File: config.mk
export PLATFORM = sky130hd
export DESIGN_NAME = sound_level_meter_with_alarms_top_flat
export DESIGN_NICKNAME = d
export VERILOG_FILES = /design/src/design/slm_pkg.sv /design/src/design/slm_ifs.sv /design/src/design/sound_level_meter_with_alarms_top.sv /design/src/design/slm_ctrl.sv /design/src/design/slm_dp.sv /design/src/flat_wrapper.sv
export VERILOG_INCLUDE_DIRS = /design/src /design/src/design
export SDC_FILE = /design/constraint.sdc
export NUM_CORES = 2
export LEC_CHECK = 0
export ABC_AREA = 1
export BUFFER_PORTS_ARGS = -buffer_cell sky130_fd_sc_hd__buf_2
export CORE_MARGIN = 2
export CORE_UTILIZATION = 45
export CTS_BUF_LIST = sky130_fd_sc_hd__clkbuf_2
export DETAILED_ROUTE_END_ITERATION = 8
export GPL_TIMING_DRIVEN = 0
export HOLD_SLACK_MARGIN = 0.1
export PLACE_DENSITY_LB_ADDON = 0.25
export SLEW_MARGIN = 0
export SYNTH_ARGS = -nofsm -noshare
export SYNTH_HDL_FRONTEND = slang
export SYNTH_SLANG_ARGS = --single-unit
export TNS_END_PERCENT = 30
File: constraint.sdc
create_clock -name clk -period 9.6 [get_ports clk]
set_clock_uncertainty 0.05 [all_clocks]
set_input_delay 1.92 -clock clk [delete_from_list [all_inputs] [get_ports clk]]
set_output_delay 1.92 -clock clk [all_outputs]
set_load 0.01 [all_outputs]
File: src/design/sound_level_meter_with_alarms_top_defines.svh
// ----------------------------------------------------------------------------
// Sound level meter assertion macros
// Shared concurrent assertion forms, clocked on clk and disabled in reset.
// ----------------------------------------------------------------------------
`ifndef SOUND_LEVEL_METER_WITH_ALARMS_TOP_DEFINES_SVH
`define SOUND_LEVEL_METER_WITH_ALARMS_TOP_DEFINES_SVH
`ifndef SYNTHESIS
// Same-cycle implication.
`define SLM_ASSERT_IMP(lbl, a, c) \
	lbl: assert property (@(posedge clk) disable iff (!arst_n) (a) |-> (c)) \
		else $error("sound level meter assertion failed");
// Next-cycle implication.
`define SLM_ASSERT_NXT(lbl, a, c) \
	lbl: assert property (@(posedge clk) disable iff (!arst_n) (a) |=> (c)) \
		else $error("sound level meter assertion failed");
`else
`define SLM_ASSERT_IMP(lbl, a, c)
`define SLM_ASSERT_NXT(lbl, a, c)
`endif
`endif

File: src/design/slm_pkg.sv
// ----------------------------------------------------------------------------
// Sound level meter package
// Types and fixed constants shared by the controller, datapath and top level.
// ----------------------------------------------------------------------------
package slm_pkg;
	localparam int AccW = 56;
	localparam longint SilentAcc = -200 * (64'sd1 <<< 40);
	localparam longint OffsetAcc = 8061603 * (64'sd1 <<< 24) + (64'sd1 <<< 31);
	localparam logic signed [26:0] LogCoef = 27'sd50504453;
	localparam int LevelMin = -65536;
	localparam int LevelMax = 65535;

	localparam logic [1:0] RegSusThr = 2'd0;
	localparam logic [1:0] RegInstThr = 2'd1;
	localparam logic [1:0] RegSusFrames = 2'd2;
	localparam logic [1:0] RegCal = 2'd3;

	typedef struct packed {
		logic take;       // capture input word and square it
		logic acc;        // add the square to the running sum
		logic chk;        // frame end: pick empty, silent or log path
		logic norm;       // one normalizer step
		logic sq;         // one squaring step of the log fraction
		logic swap;       // keep log2(sum), start log2(count)
		logic diff;       // difference of the two logs
		logic mul;        // scale by 10*log10(2)
		logic add;        // add offsets and rounding
		logic fin;        // finish the frame and load the result
	} slm_cmd_t;

	typedef struct packed {
		logic frame_end;
		logic count_zero;
		logic sum_zero;
		logic norm_msb;
		logic k_zero;
		logic sel;
		logic out_free;
	} slm_status_t;

	typedef struct packed {
		logic signed [16:0] sus_thr;
		logic signed [16:0] inst_thr;
		logic [9:0]         sus_frames;
		logic signed [12:0] cal;
	} slm_cfg_t;
endpackage

File: src/design/slm_ifs.sv
// ----------------------------------------------------------------------------
// Sound level meter channel interfaces
// Valid/ready channels for slot words in and level results out.
// ----------------------------------------------------------------------------
interface slm_in_if;
	logic valid;
	logic ready;
	logic signed [31:0] slot_word;
	logic is_left;
	logic frame_end;
	modport source (output valid, output slot_word, output is_left, output frame_end,
		input ready);
	modport sink (input valid, input slot_word, input is_left, input frame_end,
		output ready);
endinterface

interface slm_out_if;
	logic valid;
	logic ready;
	logic signed [16:0] level_db;
	logic instant_warning;
	logic sustained_warning;
	logic empty_frame;
	modport source (output valid, output level_db, output instant_warning,
		output sustained_warning, output empty_frame, input ready);
	modport sink (input valid, input level_db, input instant_warning,
		input sustained_warning, input empty_frame, output ready);
endinterface

File: src/design/sound_level_meter_with_alarms_top.sv
// ----------------------------------------------------------------------------
// Sound level meter with alarms
// Frame RMS level in dB with instant and sustained threshold warnings.
// ----------------------------------------------------------------------------
// The block takes one I2S slot word per handshake and squares the left-channel
// samples (slot word shifted right by 8) into a running sum. The word that
// carries frame_end closes the frame and yields one result word: the level in
// 1/256 dB, 10*log10 of the mean square over 2^46 plus 123.0103 dB and the
// calibration register, with an instant and a sustained warning. A frame with
// no left samples reports the minimum level and sets empty_frame. An ordinary
// slot is captured and squared, then accumulated. A frame end then runs the
// shared log2 unit twice, once on the sum and once on the sample count, each
// pass being a bit-per-cycle normalize over SW bits (SW is 47 +
// log2(MAX_FRAME_SAMPLES)) plus squaring steps for 16 fraction bits, followed
// by the difference, scaling, offset and result-load steps. A silent or empty
// frame skips the log unit. A finished result waits in the output register
// while the next slot words are taken; only the following frame end waits
// for it.
// Configuration writes go straight into registers and are meant for idle time.
module sound_level_meter_with_alarms_top import slm_pkg::*; #(
	parameter int MAX_FRAME_SAMPLES = 1024
) (
	input  logic        clk,
	input  logic        arst_n,
	input  logic        cfg_we,
	input  logic [7:0]  cfg_index,
	input  logic [16:0] cfg_wdata,
	slm_in_if.sink      in_ch,
	slm_out_if.source   out_ch
);
	slm_cfg_t    cfg_q;
	slm_cmd_t    cmd;
	slm_status_t status;

	// Register file; indexes beyond the list are ignored.
	always_ff @(posedge clk or negedge arst_n) begin
		if (!arst_n) begin
			cfg_q.sus_thr    <= 17'sd21760;
			cfg_q.inst_thr   <= 17'sd25600;
			cfg_q.sus_frames <= 10'd138;
			cfg_q.cal        <= '0;
		end else if (cfg_we && (cfg_index[7:2] == '0)) begin
			unique case (cfg_index[1:0])
				RegSusThr:    cfg_q.sus_thr    <= cfg_wdata;
				RegInstThr:   cfg_q.inst_thr   <= cfg_wdata;
				RegSusFrames: cfg_q.sus_frames <= cfg_wdata[9:0];
				RegCal:       cfg_q.cal        <= cfg_wdata[12:0];
				default: ;
			endcase
		end
	end

	slm_ctrl u_ctrl (
		.clk      (clk),
		.arst_n   (arst_n),
		.in_valid (in_ch.valid),
		.in_ready (in_ch.ready),
		.status   (status),
		.cmd      (cmd)
	);

	slm_dp #(
		.MAX_FRAME_SAMPLES(MAX_FRAME_SAMPLES)
	) u_dp (
		.clk               (clk),
		.arst_n            (arst_n),
		.cmd               (cmd),
		.status            (status),
		.cfg               (cfg_q),
		.slot_word         (in_ch.slot_word),
		.is_left           (in_ch.is_left),
		.frame_end         (in_ch.frame_end),
		.out_ready         (out_ch.ready),
		.out_valid         (out_ch.valid),
		.level_db          (out_ch.level_db),
		.instant_warning   (out_ch.instant_warning),
		.sustained_warning (out_ch.sustained_warning),
		.empty_frame       (out_ch.empty_frame)
	);
endmodule

File: src/design/slm_ctrl.sv
// ----------------------------------------------------------------------------
// Sound level meter controller
// Sequences accumulation and the frame-end log computation.
// ----------------------------------------------------------------------------
`include "sound_level_meter_with_alarms_top_defines.svh"
module slm_ctrl import slm_pkg::*; (
	input  logic        clk,
	input  logic        arst_n,
	input  logic        in_valid,
	output logic        in_ready,
	input  slm_status_t status,
	output slm_cmd_t    cmd
);
	typedef enum logic [3:0] {
		IDLE, ACC, CHK, NORM, SQ, SWAP, DIFF, MUL, ADD, FIN
	} state_t;

	state_t state_q;

	always_ff @(posedge clk or negedge arst_n) begin
		if (!arst_n) begin
			state_q <= IDLE;
		end else begin
			unique case (state_q)
				IDLE: if (in_valid) state_q <= ACC;
				ACC: state_q <= status.frame_end ? CHK : IDLE;
				CHK: begin
					if (status.count_zero) state_q <= FIN;
					else if (status.sum_zero) state_q <= ADD;
					else state_q <= NORM;
				end
				NORM: if (status.norm_msb) state_q <= SQ;
				SQ: if (status.k_zero) state_q <= status.sel ? DIFF : SWAP;
				SWAP: state_q <= NORM;
				DIFF: state_q <= MUL;
				MUL: state_q <= ADD;
				ADD: state_q <= FIN;
				FIN: if (status.out_free) state_q <= IDLE;
				default: state_q <= IDLE;
			endcase
		end
	end

	assign in_ready = (state_q == IDLE);

	always_comb begin
		cmd      = '0;
		cmd.take = (state_q == IDLE) && in_valid;
		cmd.acc  = (state_q == ACC);
		cmd.chk  = (state_q == CHK);
		cmd.norm = (state_q == NORM);
		cmd.sq   = (state_q == SQ);
		cmd.swap = (state_q == SWAP);
		cmd.diff = (state_q == DIFF);
		cmd.mul  = (state_q == MUL);
		cmd.add  = (state_q == ADD);
		cmd.fin  = (state_q == FIN) && status.out_free;
	end

	`SLM_ASSERT_NXT(a_take_to_acc, cmd.take, state_q == ACC)
	`SLM_ASSERT_NXT(a_empty_to_fin, (state_q == CHK) && status.count_zero, state_q == FIN)
	`SLM_ASSERT_NXT(a_fin_to_idle, cmd.fin, state_q == IDLE)
endmodule

File: src/design/slm_dp.sv
// ----------------------------------------------------------------------------
// Sound level meter datapath
// Square accumulator, shared log2 unit, dB scaling and alarm logic.
// ----------------------------------------------------------------------------
module slm_dp import slm_pkg::*; #(
	parameter int MAX_FRAME_SAMPLES = 1024
) (
	input  logic         clk,
	input  logic         arst_n,
	input  slm_cmd_t     cmd,
	output slm_status_t  status,
	input  slm_cfg_t     cfg,
	input  logic signed [31:0] slot_word,
	input  logic         is_left,
	input  logic         frame_end,
	input  logic         out_ready,
	output logic         out_valid,
	output logic signed [16:0] level_db,
	output logic         instant_warning,
	output logic         sustained_warning,
	output logic         empty_frame
);
	localparam int CW = $clog2(MAX_FRAME_SAMPLES) + 1;
	localparam int SW = 47 + $clog2(MAX_FRAME_SAMPLES);
	localparam int EW = $clog2(SW);
	localparam int LW = EW + 16;

	logic [46:0]           sq_s1;
	logic                  take_s1;
	logic                  fend_s1;
	logic [SW-1:0]         sum_q;
	logic [CW-1:0]         cnt_q;
	logic [SW-1:0]         norm_q;
	logic [EW-1:0]         e_q;
	logic [30:0]           m_q;
	logic [LW-1:0]         r_q;
	logic [LW-1:0]         lsum_q;
	logic [3:0]            k_q;
	logic                  sel_q;
	logic signed [LW:0]    d_q;
	logic signed [AccW-1:0] acc_q;
	logic                  empty_q;
	logic [9:0]            loud_q;
	logic                  out_valid_q;

	logic signed [23:0]    sample;
	logic signed [47:0]    sample_sq;
	logic [61:0]           m_sq;
	logic signed [AccW-33:0] q;
	logic signed [16:0]    level;
	logic [9:0]            loud_inc;

	assign sample    = slot_word[31:8];
	assign sample_sq = sample * sample;
	assign m_sq      = {31'd0, m_q} * {31'd0, m_q};
	assign q         = acc_q[AccW-1:32];
	assign loud_inc  = loud_q + 10'd1;

	always_comb begin
		if (empty_q || (q < (AccW-32)'(LevelMin))) level = 17'(LevelMin);
		else if (q > (AccW-32)'(LevelMax)) level = 17'(LevelMax);
		else level = q[16:0];
	end

	// Input capture and the registered square.
	always_ff @(posedge clk) begin
		if (cmd.take) begin
			sq_s1   <= sample_sq[46:0];
			take_s1 <= is_left && (cnt_q < CW'(MAX_FRAME_SAMPLES));
			fend_s1 <= frame_end;
		end
	end

	// Log unit and scaling registers.
	always_ff @(posedge clk) begin
		if (cmd.chk) begin
			norm_q  <= sum_q;
			e_q     <= EW'(SW - 1);
			sel_q   <= 1'b0;
			empty_q <= (cnt_q == '0);
			acc_q   <= AccW'(SilentAcc);
		end
		if (cmd.swap) begin
			lsum_q <= r_q;
			norm_q <= SW'(cnt_q);
			e_q    <= EW'(SW - 1);
			sel_q  <= 1'b1;
		end
		if (cmd.norm) begin
			if (norm_q[SW-1]) begin
				m_q <= norm_q[SW-1 -: 31];
				r_q <= {e_q, 16'd0};
				k_q <= 4'd15;
			end else begin
				norm_q <= norm_q << 1;
				e_q    <= e_q - EW'(1);
			end
		end
		if (cmd.sq) begin
			if (m_sq[61]) begin
				m_q <= m_sq[61:31];
				r_q <= r_q | (LW'(1) << k_q);
			end else begin
				m_q <= m_sq[60:30];
			end
			k_q <= k_q - 4'd1;
		end
		if (cmd.diff) d_q <= $signed({1'b0, lsum_q}) - $signed({1'b0, r_q})
			- (LW+1)'(46 * 65536);
		if (cmd.mul) acc_q <= AccW'(d_q * LogCoef);
		if (cmd.add) acc_q <= acc_q + AccW'(OffsetAcc)
			+ $signed({{(AccW-45){cfg.cal[12]}}, cfg.cal, 32'd0});
		if (cmd.fin) begin
			level_db          <= level;
			empty_frame       <= empty_q;
			instant_warning   <= !empty_q && (level >= cfg.inst_thr);
			sustained_warning <= !empty_q && (level >= cfg.sus_thr)
				&& (loud_inc >= cfg.sus_frames);
		end
	end

	// Frame state and output handshake.
	always_ff @(posedge clk or negedge arst_n) begin
		if (!arst_n) begin
			sum_q       <= '0;
			cnt_q       <= '0;
			loud_q      <= '0;
			out_valid_q <= 1'b0;
		end else begin
			if (cmd.acc && take_s1) begin
				sum_q <= sum_q + SW'(sq_s1);
				cnt_q <= cnt_q + CW'(1);
			end
			if (cmd.fin) begin
				sum_q <= '0;
				cnt_q <= '0;
				if (empty_q || (level < cfg.sus_thr) || (loud_inc >= cfg.sus_frames))
					loud_q <= '0;
				else
					loud_q <= loud_inc;
				out_valid_q <= 1'b1;
			end else if (out_ready) begin
				out_valid_q <= 1'b0;
			end
		end
	end

	assign out_valid         = out_valid_q;
	assign status.frame_end  = fend_s1;
	assign status.count_zero = (cnt_q == '0);
	assign status.sum_zero   = (sum_q == '0);
	assign status.norm_msb   = norm_q[SW-1];
	assign status.k_zero     = (k_q == 4'd0);
	assign status.sel        = sel_q;
	assign status.out_free   = !out_valid_q || out_ready;
endmodule
File: src/flat_wrapper.sv
// flat-port wrapper written by rule: the top's interface ports become plain ports
module sound_level_meter_with_alarms_top_flat import slm_pkg::*;
#(
	parameter int MAX_FRAME_SAMPLES = 1024
)
  (clk, arst_n, cfg_we, cfg_index, cfg_wdata, in_ch_valid, in_ch_slot_word, in_ch_is_left, in_ch_frame_end, in_ch_ready, out_ch_valid, out_ch_level_db, out_ch_instant_warning, out_ch_sustained_warning, out_ch_empty_frame, out_ch_ready);
  slm_in_if in_ch_i ();
  slm_out_if out_ch_i ();
  input  logic clk;
  input  logic arst_n;
  input  logic cfg_we;
  input  logic [7:0] cfg_index;
  input  logic [16:0] cfg_wdata;
  input wire logic [$bits(in_ch_i.valid)-1:0] in_ch_valid;
  input wire logic [$bits(in_ch_i.slot_word)-1:0] in_ch_slot_word;
  input wire logic [$bits(in_ch_i.is_left)-1:0] in_ch_is_left;
  input wire logic [$bits(in_ch_i.frame_end)-1:0] in_ch_frame_end;
  output wire logic [$bits(in_ch_i.ready)-1:0] in_ch_ready;
  output wire logic [$bits(out_ch_i.valid)-1:0] out_ch_valid;
  output wire logic [$bits(out_ch_i.level_db)-1:0] out_ch_level_db;
  output wire logic [$bits(out_ch_i.instant_warning)-1:0] out_ch_instant_warning;
  output wire logic [$bits(out_ch_i.sustained_warning)-1:0] out_ch_sustained_warning;
  output wire logic [$bits(out_ch_i.empty_frame)-1:0] out_ch_empty_frame;
  input wire logic [$bits(out_ch_i.ready)-1:0] out_ch_ready;
  assign in_ch_i.valid = in_ch_valid;
  assign in_ch_i.slot_word = in_ch_slot_word;
  assign in_ch_i.is_left = in_ch_is_left;
  assign in_ch_i.frame_end = in_ch_frame_end;
  assign in_ch_ready = in_ch_i.ready;
  assign out_ch_valid = out_ch_i.valid;
  assign out_ch_level_db = out_ch_i.level_db;
  assign out_ch_instant_warning = out_ch_i.instant_warning;
  assign out_ch_sustained_warning = out_ch_i.sustained_warning;
  assign out_ch_empty_frame = out_ch_i.empty_frame;
  assign out_ch_i.ready = out_ch_ready;
  sound_level_meter_with_alarms_top #(.MAX_FRAME_SAMPLES(MAX_FRAME_SAMPLES)) u_core (.clk(clk), .arst_n(arst_n), .cfg_we(cfg_we), .cfg_index(cfg_index), .cfg_wdata(cfg_wdata), .in_ch(in_ch_i), .out_ch(out_ch_i));
endmodule
==> metrics <==
Synth Register Bits 407; relative slew slack 4.11%; CTS clk-pin slew, worst paths 120 ps; Syn Inst Count 10.2k; initial antenna violation count 6; worst skew pair latency 1360 ps; # DRC 0; DR iter-0 viols 5097; max_cap viols 0; CP Launch Type flop; placement row count 156; CTS buffer count 110; global-route wire length before repair 400 mm; syn avg cell area 7.99 sq um; Mapped Area 81800 sq um; kind of critical path reg -> reg; Crit Path Max Fanout 10; Final Hold Vio Count 0; Die Y 430 microns; status finished, final reports clean; Critical Path End u_core.u_dp.m_q[20]; final hold slack 260 ps; Vias 66.7k; cell taking the most area after synthesis fa_1; number of global-route vias before repair 69.6k; Setup crit end kind flop; overall routing resource usage 28.2%; drt pass-1 iters 7; Tmin final 9350 ps; share of layout cells above drive strength 1 3.50%; setup repair bufs after CTS 0; die width 430 microns; period utilisation layout 97.4%; Top FF cell, synth edfxtp_1; Multi-input gate area 59500 sq um; Commonest cells post-synth 2817 x inv_1, 2248 x nand2_1, 1423 x fa_1; pre-CTS WS -413 ps; HP Class reg -> reg; Placer Congestion 1.01; clock buffer depth 3; Area growth, synth to finish 5.67%; Sum Neg Setup Slack 0 ps; FF-to-FF setup slack 250 ps; RSZ-0062 raised after global routing true; core area 181000 sq um; total gr overflow 0; Yosys cell types 59; dominant cells by area after synthesis fa_1 35%, ha_1 13%, inv_1 13%, nand2_1 10%, edfxtp_1 6.9%; DRT Wirelength 256 mm; worst r2r src u_core.u_dp.m_q[5]; fmax 0.107 GHz; Root Buffer clkbuf_2; worst slew pin tran 1420 ps; Vias/cell 5.17; count leader, synth inv_1; Post-synth EDFFs 187; routed wire length per instance 19.9 microns; largest net degree at the start of global routing 84; TritonCTS clock tree yes; DIE AREA 185000 sq um; Yosys warning count 0; post-route ant nets 0; IO Port Bufs 72; fillers 17.9k; I/O pins 86; Synth async-reset ratio 34.4%; CTS Sinks 407; Reg area 10700 sq um; critical path data required time 10490 ps; fin nets 12.8k; initial cell density of the core 45.3%; syn_nets 12.6k; Final setup violation count 0; Critical path origin u_core.u_dp.m_q[5]; register area share after synthesis 13.1%; RR Endpoint u_core.u_dp.m_q[20]; dpl hpwl 220 mm; Final WS setup 250 ps; WP data arrival 10240 ps; H-tree depth 3; Final Max Slew Viols 0; Worst R2R Path Depth 27; top cell type's share of synthesized area 34.8%
## cell usage in the layout, fill, tap and decap left out, types with 31 or more instances in the layout
cell	count
o21ai_0	392
xnor2_1	41
nand3_1	337
clkinv_1	34
edfxtp_1	187
a21o_1	33
xor2_1	88
fa_1	1423
o21bai_1	31
buf_2	81
nand4_1	71
a31oi_1	31
dfxtp_1	80
clkbuf_2	155
inv_1	2817
nor2_1	541
nor3_1	79
dfrtp_1	130
ha_1	853
nand2_1	2246
clkbuf_1	184
a21oi_1	353
## per-stage QoR
stage / instance area [sq um] / utilization [%] / instances
finish: 86400 / 47.8 / 12884
global route: 86400 / 47.8 / 12883
CTS: 86400 / 47.8 / 12884
detailed placement: 85200 / 47.2 / 12675
global placement: 85100 / 47.1 / 12672
floorplan: 81800 / - / 10230
## state kept, by name, indices dropped and copies added (netlist names), 22 cells and up
signal and flops:
u_core.u_dp.sum_q 57, u_core.u_dp.norm_q 57, u_core.u_dp.r_q 22, u_core.u_dp.lsum_q 22
u_core.u_dp.d_q 23, u_core.u_dp.acc_q 32, u_core.u_dp.m_q 31, u_core.cfg_q 57
u_core.u_dp.sq_s1 46
## how the worst min path moves through the flow
stage | cells after the start | start | to | slack, ps
2_1_floorplan | 2 | u_core.u_dp.norm_q[11] | u_core.u_dp.norm_q[12] | 370
3_3_place_gp | 2 | u_core.u_dp.norm_q[16] | u_core.u_dp.norm_q[17] | 390
3_5_place_dp | 2 | u_core.u_dp.norm_q[22] | u_core.u_dp.norm_q[23] | 390
4_1_cts | 2 | u_core.u_dp.norm_q[22] | u_core.u_dp.norm_q[23] | 240
5_1_grt | 2 | u_core.u_dp.norm_q[22] | u_core.u_dp.norm_q[23] | 270
6_report | 2 | u_core.u_dp.norm_q[22] | u_core.u_dp.norm_q[23] | 260
## critical path, stage by stage (launching register included)
cell	delay [ps]
edfxtp_1	490
clkbuf_1	770
buf_1	820
nand2_1	190
fa_1	620
inv_1	70
fa_1	480
fa_1	520
inv_1	70
fa_1	480
inv_1	50
fa_1	470
fa_1	500
fa_1	570
fa_1	480
ha_1	350
nand2_1	90
nor2_1	310
nand2_1	260
nor2_1	230
nand2_1	70
nand2_1	130
nand2_1	130
nand3_1	160
nand2_4	130
buf_4	210
nand3_1	90
nand3_1	240
## cell type report
cell class,count,share of cell area [%]
sequential,407,12.4
tap,2370,3.43
clock buffer,147,0.852
multi-input combinational,6762,68.9
buffer,228,1.07
antenna,3,0.00869
clock inverter,62,0.553
inverter,2830,12.3
timing repair buffer,75,0.503
## what timing repair did
item	CTS	global route
setup endpoints to repair	42	38
hold buffers	0	0
resized for setup	5	6
cloned	0	0
hold endpoints to repair	0	0
## logic make-up after synthesis
kind of cell    count (synthesis)  synth area share [%]
xor+xnor                      129                  1.38
mux                            17                 0.210
simple gates                 3377                  16.7
flops                         407                  13.1
compound gates                963                  6.53
fa+ha+maj                    2276                  47.9
buf+inv                      3061                  14.1
## routing by layer
| layer | GRT usage (%) | routed length, microns |
|---|---|---|
| met1 | 38.0 | 110000 |
| met2 | 46.7 | 119000 |
| met3 | 3.53 | 17200 |
| met4 | 10.4 | 10500 |
| met5 | 0 | 27 |
Power is not shown: default switching activity piles up to over one toggle a cycle in this logic, so the estimate is an artifact.
